### src/sv/hpid_pkg.sv
// Package for the heading PID: field widths, constants and stage types.
package hpid_pkg;

   localparam int HEADING_WIDTH   = 16;
   localparam int DUTY_WIDTH      = 13;
   localparam int OFFSET_WIDTH    = 24;
   localparam int GAIN_WIDTH      = 20;
   localparam int LIMIT_WIDTH     = 23;
   localparam int ERROR_WIDTH     = 15;
   localparam int SUM_WIDTH       = 24;
   localparam int DIFF_WIDTH      = 16;
   localparam int CSR_INDEX_WIDTH = 3;
   localparam int CSR_DATA_WIDTH  = 23;

   localparam int HALF_TURN  = 11520;
   localparam int FULL_TURN  = 23040;
   localparam int DUTY_MAX   = 6400;
   localparam int OFFSET_MAX = 8388607;
   localparam int OFFSET_MIN = -8388608;

   localparam logic [GAIN_WIDTH-1:0]  GAIN_P_RESET      = 20'd65536;
   localparam logic [GAIN_WIDTH-1:0]  GAIN_I_DT_RESET   = 20'd131;
   localparam logic [GAIN_WIDTH-1:0]  GAIN_D_DT_RESET   = 20'd163840;
   localparam logic [LIMIT_WIDTH-1:0] SUM_LIMIT_RESET   = 23'd320000;

   typedef enum logic [CSR_INDEX_WIDTH-1:0] {
      CSR_GAIN_P         = 3'd0,
      CSR_GAIN_I_DT      = 3'd1,
      CSR_GAIN_D_OVER_DT = 3'd2,
      CSR_SUM_LIMIT      = 3'd3
   } csr_index_type;

   typedef struct packed {
      logic [GAIN_WIDTH-1:0]  gain_p;
      logic [GAIN_WIDTH-1:0]  gain_i_dt;
      logic [GAIN_WIDTH-1:0]  gain_d_over_dt;
      logic [LIMIT_WIDTH-1:0] sum_limit;
   } csr_type;

   // Stage between error tracking and the gain/mix stage.
   typedef struct packed {
      logic signed [ERROR_WIDTH-1:0] err;
      logic signed [SUM_WIDTH-1:0]   sum;
      logic signed [DIFF_WIDTH-1:0]  diff;
      logic [DUTY_WIDTH-1:0]         base;
   } err_stage_type;

   typedef struct packed {
      logic [DUTY_WIDTH-1:0]          left_duty;
      logic [DUTY_WIDTH-1:0]          right_duty;
      logic signed [OFFSET_WIDTH-1:0] steer_offset;
   } result_type;

endpackage

### src/sv/hpid_if.sv
// Handshake interfaces for the request, response and CSR channels.
interface hpid_req_if;
   logic                                      valid;
   logic                                      ready;
   logic signed [hpid_pkg::HEADING_WIDTH-1:0] target_heading;
   logic signed [hpid_pkg::HEADING_WIDTH-1:0] measured_heading;
   logic [hpid_pkg::DUTY_WIDTH-1:0]           base_duty;

   modport source (output valid, target_heading, measured_heading, base_duty, input ready);
   modport sink   (input valid, target_heading, measured_heading, base_duty, output ready);
endinterface

interface hpid_rsp_if;
   logic                                     valid;
   logic                                     ready;
   logic [hpid_pkg::DUTY_WIDTH-1:0]          left_duty;
   logic [hpid_pkg::DUTY_WIDTH-1:0]          right_duty;
   logic signed [hpid_pkg::OFFSET_WIDTH-1:0] steer_offset;

   modport source (output valid, left_duty, right_duty, steer_offset, input ready);
   modport sink   (input valid, left_duty, right_duty, steer_offset, output ready);
endinterface

interface hpid_csr_if;
   logic                                 valid;
   logic                                 ready;
   logic [hpid_pkg::CSR_INDEX_WIDTH-1:0] index;
   logic [hpid_pkg::CSR_DATA_WIDTH-1:0]  data;

   modport source (output valid, index, data, input ready);
   modport sink   (input valid, index, data, output ready);
endinterface

### src/sv/hpid_error.sv
// Heading error wrap, anti-windup error sum and previous-error state.
module hpid_error (
   input  logic                                      clock,
   input  logic                                      reset,
   input  logic                                      update,
   input  logic signed [hpid_pkg::HEADING_WIDTH-1:0] target_heading,
   input  logic signed [hpid_pkg::HEADING_WIDTH-1:0] measured_heading,
   input  logic [hpid_pkg::DUTY_WIDTH-1:0]           base_duty,
   input  logic [hpid_pkg::LIMIT_WIDTH-1:0]          sum_limit,
   output hpid_pkg::err_stage_type                   stage
);

   localparam int WRAP_WIDTH = hpid_pkg::HEADING_WIDTH + 2;
   localparam int RAW_WIDTH  = hpid_pkg::SUM_WIDTH + 1;

   logic signed [hpid_pkg::ERROR_WIDTH-1:0] last_error_ff, last_error_in;
   logic signed [hpid_pkg::SUM_WIDTH-1:0]   error_sum_ff, error_sum_in;
   logic signed [WRAP_WIDTH-1:0]            wrap [4];
   logic signed [RAW_WIDTH-1:0]             sum_raw;
   logic signed [RAW_WIDTH-1:0]             lim_pos;
   logic signed [RAW_WIDTH-1:0]             lim_neg;

   // Difference of two 16-bit headings needs at most three full-turn steps.
   always_comb begin
      wrap[0] = WRAP_WIDTH'(target_heading) - WRAP_WIDTH'(measured_heading);
      for (int i = 0; i < 3; i++) begin
         if (wrap[i] > hpid_pkg::HALF_TURN) begin
            wrap[i+1] = wrap[i] - WRAP_WIDTH'(hpid_pkg::FULL_TURN);
         end else if (wrap[i] < -hpid_pkg::HALF_TURN) begin
            wrap[i+1] = wrap[i] + WRAP_WIDTH'(hpid_pkg::FULL_TURN);
         end else begin
            wrap[i+1] = wrap[i];
         end
      end
   end

   always_comb begin
      last_error_in = wrap[3][hpid_pkg::ERROR_WIDTH-1:0];
      sum_raw = RAW_WIDTH'(error_sum_ff) + RAW_WIDTH'(last_error_in);
      lim_pos = $signed({2'b00, sum_limit});
      lim_neg = -lim_pos;
      if (sum_raw > lim_pos) begin
         error_sum_in = lim_pos[hpid_pkg::SUM_WIDTH-1:0];
      end else if (sum_raw < lim_neg) begin
         error_sum_in = lim_neg[hpid_pkg::SUM_WIDTH-1:0];
      end else begin
         error_sum_in = sum_raw[hpid_pkg::SUM_WIDTH-1:0];
      end
      stage.err  = last_error_in;
      stage.sum  = error_sum_in;
      stage.diff = hpid_pkg::DIFF_WIDTH'(last_error_in) - hpid_pkg::DIFF_WIDTH'(last_error_ff);
      stage.base = base_duty;
   end

   always_ff @(posedge clock) begin
      if (reset) begin
         last_error_ff <= '0;
         error_sum_ff  <= '0;
      end else if (update) begin
         last_error_ff <= last_error_in;
         error_sum_ff  <= error_sum_in;
      end
   end

endmodule

### src/sv/hpid_mix.sv
// Gain products, offset saturation and left/right duty mixing.
module hpid_mix (
   input  hpid_pkg::err_stage_type stage,
   input  hpid_pkg::csr_type       csr,
   output hpid_pkg::result_type    result
);

   localparam int GS_WIDTH   = hpid_pkg::GAIN_WIDTH + 1;
   localparam int PP_WIDTH   = GS_WIDTH + hpid_pkg::ERROR_WIDTH;
   localparam int PI_WIDTH   = GS_WIDTH + hpid_pkg::SUM_WIDTH;
   localparam int PD_WIDTH   = GS_WIDTH + hpid_pkg::DIFF_WIDTH;
   localparam int SUM_W      = PI_WIDTH - 16 + 2;
   localparam int DUTY_RAW_W = hpid_pkg::OFFSET_WIDTH + 2;

   logic signed [GS_WIDTH-1:0]                 gp, gi, gd;
   logic signed [PP_WIDTH-1:0]                 prod_p;
   logic signed [PI_WIDTH-1:0]                 prod_i;
   logic signed [PD_WIDTH-1:0]                 prod_d;
   logic signed [SUM_W-1:0]                    offset_raw;
   logic signed [hpid_pkg::OFFSET_WIDTH-1:0]   offset;
   logic signed [DUTY_RAW_W-1:0]               base_ext, left_raw, right_raw;

   always_comb begin
      gp = $signed({1'b0, csr.gain_p});
      gi = $signed({1'b0, csr.gain_i_dt});
      gd = $signed({1'b0, csr.gain_d_over_dt});
      prod_p = PP_WIDTH'(gp) * PP_WIDTH'(stage.err);
      prod_i = PI_WIDTH'(gi) * PI_WIDTH'(stage.sum);
      prod_d = PD_WIDTH'(gd) * PD_WIDTH'(stage.diff);
      // Dropping the low 16 bits of a signed product is a floor shift.
      offset_raw = SUM_W'($signed(prod_p[PP_WIDTH-1:16]))
                 + SUM_W'($signed(prod_i[PI_WIDTH-1:16]))
                 + SUM_W'($signed(prod_d[PD_WIDTH-1:16]));
      if (offset_raw > hpid_pkg::OFFSET_MAX) begin
         offset = hpid_pkg::OFFSET_WIDTH'(hpid_pkg::OFFSET_MAX);
      end else if (offset_raw < hpid_pkg::OFFSET_MIN) begin
         offset = hpid_pkg::OFFSET_WIDTH'(hpid_pkg::OFFSET_MIN);
      end else begin
         offset = offset_raw[hpid_pkg::OFFSET_WIDTH-1:0];
      end

      base_ext  = $signed({{(DUTY_RAW_W-hpid_pkg::DUTY_WIDTH){1'b0}}, stage.base});
      left_raw  = base_ext + DUTY_RAW_W'(offset);
      right_raw = base_ext - DUTY_RAW_W'(offset);

      if (left_raw < 0) begin
         result.left_duty = '0;
      end else if (left_raw > hpid_pkg::DUTY_MAX) begin
         result.left_duty = hpid_pkg::DUTY_WIDTH'(hpid_pkg::DUTY_MAX);
      end else begin
         result.left_duty = left_raw[hpid_pkg::DUTY_WIDTH-1:0];
      end

      if (right_raw < 0) begin
         result.right_duty = '0;
      end else if (right_raw > hpid_pkg::DUTY_MAX) begin
         result.right_duty = hpid_pkg::DUTY_WIDTH'(hpid_pkg::DUTY_MAX);
      end else begin
         result.right_duty = right_raw[hpid_pkg::DUTY_WIDTH-1:0];
      end

      result.steer_offset = offset;
   end

endmodule

### src/sv/heading_pid_differential_drive_top.sv
// Heading PID top level: CSR registers, pipeline registers and handshakes.
//
// Each request transaction carries a target heading, a measured heading
// (1/64 degree) and a base duty (1/64 percent). Each one yields exactly one
// response transaction with left duty, right duty and the saturated turn
// offset, in request order.
// Pipeline: input register, error/sum register, result register. A response
// is valid once its request has reached the result register; one request
// can be accepted every cycle while the response sink does not stall. The
// error sum and previous error are updated as an item leaves the input
// register, so back-to-back items see each other's state.
// When the response sink stalls, the whole pipeline holds and req_bus.ready
// drops; a waiting result stays put until taken.
// CSR writes (index 0 gain_p, 1 gain_i_dt, 2 gain_d_over_dt, 3 sum_limit)
// are always ready; the user must issue them only while the pipeline is
// empty, as the block does not enforce it; other indexes are ignored.
// Reset (synchronous, active high) empties the pipeline, clears the error sum
// and previous error, and loads the default gains and sum limit.
module heading_pid_differential_drive_top (
   input  logic        clock,
   input  logic        reset,
   hpid_req_if.sink    req_bus,
   hpid_rsp_if.source  rsp_bus,
   hpid_csr_if.sink    csr_bus
);

   hpid_pkg::csr_type       csr_ff;
   logic                    s0_valid_ff;
   logic signed [hpid_pkg::HEADING_WIDTH-1:0] s0_target_ff, s0_measured_ff;
   logic [hpid_pkg::DUTY_WIDTH-1:0]           s0_base_ff;
   logic                    s1_valid_ff;
   hpid_pkg::err_stage_type s1_stage_ff, s1_stage_in;
   logic                    rsp_valid_ff;
   hpid_pkg::result_type    rsp_result_ff, rsp_result_in;
   logic                    advance;
   logic                    req_fire;

   assign advance  = !rsp_valid_ff || rsp_bus.ready;
   assign req_fire = req_bus.valid && advance;

   assign req_bus.ready        = advance;
   assign csr_bus.ready        = 1'b1;
   assign rsp_bus.valid        = rsp_valid_ff;
   assign rsp_bus.left_duty    = rsp_result_ff.left_duty;
   assign rsp_bus.right_duty   = rsp_result_ff.right_duty;
   assign rsp_bus.steer_offset = rsp_result_ff.steer_offset;

   always_ff @(posedge clock) begin
      if (reset) begin
         csr_ff.gain_p         <= hpid_pkg::GAIN_P_RESET;
         csr_ff.gain_i_dt      <= hpid_pkg::GAIN_I_DT_RESET;
         csr_ff.gain_d_over_dt <= hpid_pkg::GAIN_D_DT_RESET;
         csr_ff.sum_limit      <= hpid_pkg::SUM_LIMIT_RESET;
      end else if (csr_bus.valid) begin
         case (csr_bus.index)
            hpid_pkg::CSR_GAIN_P:
               csr_ff.gain_p <= csr_bus.data[hpid_pkg::GAIN_WIDTH-1:0];
            hpid_pkg::CSR_GAIN_I_DT:
               csr_ff.gain_i_dt <= csr_bus.data[hpid_pkg::GAIN_WIDTH-1:0];
            hpid_pkg::CSR_GAIN_D_OVER_DT:
               csr_ff.gain_d_over_dt <= csr_bus.data[hpid_pkg::GAIN_WIDTH-1:0];
            hpid_pkg::CSR_SUM_LIMIT:
               csr_ff.sum_limit <= csr_bus.data[hpid_pkg::LIMIT_WIDTH-1:0];
            default: ;
         endcase
      end
   end

   hpid_error u_error (
      .clock            (clock),
      .reset            (reset),
      .update           (advance && s0_valid_ff),
      .target_heading   (s0_target_ff),
      .measured_heading (s0_measured_ff),
      .base_duty        (s0_base_ff),
      .sum_limit        (csr_ff.sum_limit),
      .stage            (s1_stage_in)
   );

   hpid_mix u_mix (
      .stage  (s1_stage_ff),
      .csr    (csr_ff),
      .result (rsp_result_in)
   );

   always_ff @(posedge clock) begin
      if (reset) begin
         s0_valid_ff  <= 1'b0;
         s1_valid_ff  <= 1'b0;
         rsp_valid_ff <= 1'b0;
      end else if (advance) begin
         s0_valid_ff  <= req_bus.valid;
         s1_valid_ff  <= s0_valid_ff;
         rsp_valid_ff <= s1_valid_ff;
      end
   end

   always_ff @(posedge clock) begin
      if (req_fire) begin
         s0_target_ff   <= req_bus.target_heading;
         s0_measured_ff <= req_bus.measured_heading;
         s0_base_ff     <= req_bus.base_duty;
      end
      if (advance) begin
         s1_stage_ff   <= s1_stage_in;
         rsp_result_ff <= rsp_result_in;
      end
   end

   a_req_enters: assert property (@(posedge clock) disable iff (reset)
      req_fire |=> s0_valid_ff)
      else $error("accepted request did not reach input register");

   a_stage_moves: assert property (@(posedge clock) disable iff (reset)
      advance && s1_valid_ff |=> rsp_valid_ff)
      else $error("error stage item lost before result register");

   a_stall_holds: assert property (@(posedge clock) disable iff (reset)
      !advance |=> $stable(s1_stage_ff) && $stable(s1_valid_ff) && $stable(s0_valid_ff))
      else $error("pipeline moved during response stall");

   a_duty_range: assert property (@(posedge clock) disable iff (reset)
      rsp_valid_ff |-> rsp_result_ff.left_duty <= hpid_pkg::DUTY_MAX &&
                       rsp_result_ff.right_duty <= hpid_pkg::DUTY_MAX)
      else $error("duty out of range");

endmodule
### src/flat_wrapper.sv
// flat-port wrapper written by rule: the top's interface ports become plain ports
module heading_pid_differential_drive_top_flat 
  (clock, reset, req_bus_valid, req_bus_target_heading, req_bus_measured_heading, req_bus_base_duty, req_bus_ready, rsp_bus_valid, rsp_bus_left_duty, rsp_bus_right_duty, rsp_bus_steer_offset, rsp_bus_ready, csr_bus_valid, csr_bus_index, csr_bus_data, csr_bus_ready);
  hpid_req_if req_bus_i ();
  hpid_rsp_if rsp_bus_i ();
  hpid_csr_if csr_bus_i ();
  input  logic clock;
  input  logic reset;
  input wire logic [$bits(req_bus_i.valid)-1:0] req_bus_valid;
  input wire logic [$bits(req_bus_i.target_heading)-1:0] req_bus_target_heading;
  input wire logic [$bits(req_bus_i.measured_heading)-1:0] req_bus_measured_heading;
  input wire logic [$bits(req_bus_i.base_duty)-1:0] req_bus_base_duty;
  output wire logic [$bits(req_bus_i.ready)-1:0] req_bus_ready;
  output wire logic [$bits(rsp_bus_i.valid)-1:0] rsp_bus_valid;
  output wire logic [$bits(rsp_bus_i.left_duty)-1:0] rsp_bus_left_duty;
  output wire logic [$bits(rsp_bus_i.right_duty)-1:0] rsp_bus_right_duty;
  output wire logic [$bits(rsp_bus_i.steer_offset)-1:0] rsp_bus_steer_offset;
  input wire logic [$bits(rsp_bus_i.ready)-1:0] rsp_bus_ready;
  input wire logic [$bits(csr_bus_i.valid)-1:0] csr_bus_valid;
  input wire logic [$bits(csr_bus_i.index)-1:0] csr_bus_index;
  input wire logic [$bits(csr_bus_i.data)-1:0] csr_bus_data;
  output wire logic [$bits(csr_bus_i.ready)-1:0] csr_bus_ready;
  assign req_bus_i.valid = req_bus_valid;
  assign req_bus_i.target_heading = req_bus_target_heading;
  assign req_bus_i.measured_heading = req_bus_measured_heading;
  assign req_bus_i.base_duty = req_bus_base_duty;
  assign req_bus_ready = req_bus_i.ready;
  assign rsp_bus_valid = rsp_bus_i.valid;
  assign rsp_bus_left_duty = rsp_bus_i.left_duty;
  assign rsp_bus_right_duty = rsp_bus_i.right_duty;
  assign rsp_bus_steer_offset = rsp_bus_i.steer_offset;
  assign rsp_bus_i.ready = rsp_bus_ready;
  assign csr_bus_i.valid = csr_bus_valid;
  assign csr_bus_i.index = csr_bus_index;
  assign csr_bus_i.data = csr_bus_data;
  assign csr_bus_ready = csr_bus_i.ready;
  heading_pid_differential_drive_top u_core (.clock(clock), .reset(reset), .req_bus(req_bus_i), .rsp_bus(rsp_bus_i), .csr_bus(csr_bus_i));
endmodule
### config.mk
export PLATFORM = sky130hd
export DESIGN_NAME = heading_pid_differential_drive_top_flat
export DESIGN_NICKNAME = d
export VERILOG_FILES = /design/src/sv/hpid_pkg.sv /design/src/sv/hpid_if.sv /design/src/sv/hpid_error.sv /design/src/sv/hpid_mix.sv /design/src/sv/heading_pid_differential_drive_top.sv /design/src/flat_wrapper.sv
export SDC_FILE = /design/constraint.sdc
export NUM_CORES = 2
export LEC_CHECK = 0
export BUFFER_PORTS_ARGS = -buffer_cell sky130_fd_sc_hd__buf_4
export CORE_MARGIN = 2
export CORE_UTILIZATION = 53
export CTS_BUF_LIST = sky130_fd_sc_hd__clkbuf_8
export DETAILED_ROUTE_END_ITERATION = 8
export GPL_ROUTABILITY_DRIVEN = 0
export PLACE_DENSITY_LB_ADDON = 0.12
export SYNTH_ARGS = -nofsm -noshare
export SYNTH_HDL_FRONTEND = slang
export SYNTH_SLANG_ARGS = --single-unit
### constraint.sdc
create_clock -name clock -period 15.94 [get_ports clock]
set_clock_uncertainty 0.15 [all_clocks]
set_input_delay 1.594 -clock clock [delete_from_list [all_inputs] [get_ports clock]]
set_output_delay 1.594 -clock clock [all_outputs]
set_load 0.01 [all_outputs]
==> out/qor.csv <==
stage,metric,value,unit
layout,final-layout fill cell count,9427,
detailed_routing,TritonRoute pass-1 iters,5,
logic_synthesis,Syn Nets,7854,
placement,Placement Setup Slack,-0.2673,ns
cts,clk root buf,clkbuf_8,
logic_synthesis,Synth top area share,0.3586,
layout,layout cells sized above 1,0.07848,
sta,Peak Freq,0.06565,GHz
layout,fin nets,7946,
cts,CTS tree,done,
logic_synthesis,ys async rst share,0,
detailed_routing,vias per cell,5.482,
logic_synthesis,"Cell Area, Synth",56160,um2
sta,minimum clock period,15.23,ns
layout,final core area utilization,0.5764,
detailed_routing,Met2 Routed Length,71590,um
logic_synthesis,ys flop type,edfxtp_1,
critical_path,CP peak stage delay,0.56,ns
detailed_routing,M1 WL,66350,um
flow_run,Max Cap Viol,0,
critical_path,CP required,16.24,ns
sta,Final Hold Viols,0,
cts,hold buffer count at cts,0,
critical_path,crit path max fanout,8,
grt,initial antenna violation count,3,
logic_synthesis,sequential share of the synthesized area,0.1317,
logic_synthesis,top cell type by total area after synthesis,fa_1,
grt,grt total ovfl,0,
detailed_routing,top sig layer,met4,
grt,total global routing track utilization,0.2927,
critical_path,Setup crit end kind,flip-flop,
sta,slack of the critical path,0.7066,ns
die,height of the chip,329.5,um
logic_synthesis,Syn Inst Count,6245,
grt,pin count of the biggest net entering global routing,68,
logic_synthesis,Yosys Warn Count,0,
outcome,status,completed,
cts,clk sinks,288,
cts,CTS Buf Count,55,
critical_path,WP data arrival,15.53,ns
sta,Tcrit/Tclk final,0.9557,
sta,final setup TNS,0,ns
logic_synthesis,Netlist cell types,105,
grt,first-pass GRT wire length,246900,um
cts,Skew-Pair Late Insertion Delay,0.73,ns
placement,Port Buffers,127,
layout,Syn-to-layout area delta,8.038,%
detailed_routing,DRT iter0 DRCs,2699,
logic_synthesis,Mean Syn Cell Area,8.993,um2
placement,DPL Wire Length,124800,um
critical_path,"slowest stage cell, crit path",fa_1,
logic_synthesis,synth top area cells,"fa_1 36%, ha_1 12%, edfxtp_1 8.7%, inv_1 8.4%, nand2_1 5.9%",
die,initial cell density of the core,0.5335,
cts,CTS max path bufs,3,
logic_synthesis,number of synthesized flops with an enable pin,163,
die,Row Count,119,
sta,Final Max Tran Viols,0,
detailed_routing,routed wire length,153700,um
die,Die ar.,108600,um2
die,core area,105300,um2
critical_path,kind of critical path,flip-flop to flip-flop,
detailed_routing,DRC,0,
sta,tightest slew margin relative to the limit,0.1850,
detailed_routing,wire length per cell,19.76,um
logic_synthesis,#FFs+latches synth,288,
detailed_routing,Post-DRT Antenna Nets,0,
sta,Final setup viols,0,
grt,vias in the first global route,44330,
detailed_routing,via count,42630,
critical_path,Startpoint Class,flip-flop,
die,die width,329.5,um
cts,clock-pin slew on the worst setup and hold paths,0.06,ns
detailed_routing,met3 routed WL,10570,um
die,# IOs,129,
sta,worst slew pin tran,1.218,ns
critical_path,most frequent CP cell,fa_1,
worst_hold_path,HP Class,flip-flop to flip-flop,
cts,CTS H-tree depth,2,
flip-flops by register name, summed over array words and instances (netlist names):
register and count:
u_core.csr_ff 83, u_core.s1_stage_ff 68, u_core.rsp_bus.steer_offset 24, u_core.u_error.error_sum_ff 24, u_core.s0_measured_ff 16, u_core.s0_target_ff 16, u_core.u_error.last_error_ff 15, u_core.rsp_bus.left_duty 13
u_core.rsp_bus.right_duty 13, u_core.s0_base_ff 13, u_core.rsp_bus.valid 1, u_core.s0_valid_ff 1, u_core.s1_valid_ff 1
path summary, 6_finish.rpt:
| kind | cells after the start | slack [ns] | endpoint | from |
|---|---|---|---|---|
| worst max-delay path | 60 | 0.71 | u_core.rsp_bus.left_duty[12] | u_core.s1_stage_ff[17] |
| worst max register to register | 60 | 0.71 | u_core.rsp_bus.left_duty[12] | u_core.s1_stage_ff[17] |
| worst min-delay path | 0 | 0.27 | u_core.s1_stage_ff[8] | u_core.s0_base_ff[8] |
| worst min register to register | 0 | 0.27 | u_core.s1_stage_ff[8] | u_core.s0_base_ff[8] |
stage by stage:
step | area, um2 | instances | hold WS, ns
global route | 60670 | 7776 | 0.2760
finish | 60680 | 7777 | 0.2706
CTS | 60260 | 7736 | 0.2689
floorplan | 56160 | 6245 | 0.2503
detailed placement | 58910 | 7632 | 0.2552
global placement | 58910 | 7632 | 0.2515
routing by layer:
metal  global-route usage  vias to the layer above
li1                     -                    19540
met1               0.4058                    21510
met2               0.4772                     1343
met3              0.04221                      247
met4              0.08972                        0
met5                    0                        -
cells by family after synthesis:
group,Yosys count,share of synthesized area
xor+xnor,192,0.03034
mux,20,0.003787
buf+inv,1538,0.1032
simple gates,1954,0.1689
other cells,1,0.00006677
flops,288,0.1317
fa+ha+maj,1533,0.4760
compound gates,719,0.08602
cells in the final DEF (no fill, tap or decap), types with 25 or more instances in the layout:
master / Yosys / final
inv_1: 1260 / 1272
fa_1: 1006 / 1006
nand2_1: 888 / 888
ha_1: 527 / 526
and2_1: 510 / 509
buf_4: 3 / 300
a21oi_1: 222 / 215
nor2_1: 192 / 190
edfxtp_1: 163 / 163
xnor2_1: 138 / 136
dfxtp_1: 125 / 119
o21ai_0: 99 / 98
a21o_1: 72 / 72
nor3_1: 62 / 61
clkbuf_8: 0 / 61
nand2b_1: 60 / 60
o21a_1: 51 / 51
nand3_1: 50 / 50
xor2_1: 51 / 49
nor2b_1: 41 / 41
o21bai_1: 31 / 31
and3_1: 29 / 29
a31oi_1: 26 / 26
o211ai_1: 26 / 26
nand4_1: 25 / 25
cell type report:
type	count	area (um2)	area share
multi-input cells	4419	43090	0.7102
flip-flops and latches	288	7405	0.1220
inverters	1266	4755	0.07836
repair buffers	307	2345	0.03864
well taps	1391	1740	0.02868
clock buffers	61	839.6	0.01384
clock inverters	43	495.5	0.008166
diodes	2	5.005	0.00008248
worst max-delay path: cells and delay by family (launching register included):
family,cells,cell delay [ns]
AO/OA/AOI/OAI,33,6.67
XOR/XNOR,2,0.45
adder cells (fa/ha/maj),11,4.65
buffers and inverters,5,0.39
flip-flops,1,0.55
AND/OR/NAND/NOR,9,2.04
cell usage after synthesis, drive strengths merged (50+ instances only):
cell,instances
ha,527
inv,1264
nand2,889
a21o,72
fa,1006
dfxtp,125
nor2,193
nand2b,60
o21a,51
o21ai,110
a21oi,224
nand3,50
nor3,64
xor2,53
and2,511
edfxtp,163
clkbuf,258
xnor2,139
what timing repair did:
| action | CTS | global route |
|---|---|---|
| pin swaps | 0 | 7 |
| resized for setup | 2 | 26 |
| setup endpoints to repair | 13 | 26 |
| buffers inserted | 0 | 39 |
| hold endpoints to repair | 0 | 0 |
Power is left out: the tool's default activity adds up to more than one toggle a clock period on the data nets, which glitch-free logic cannot reach.
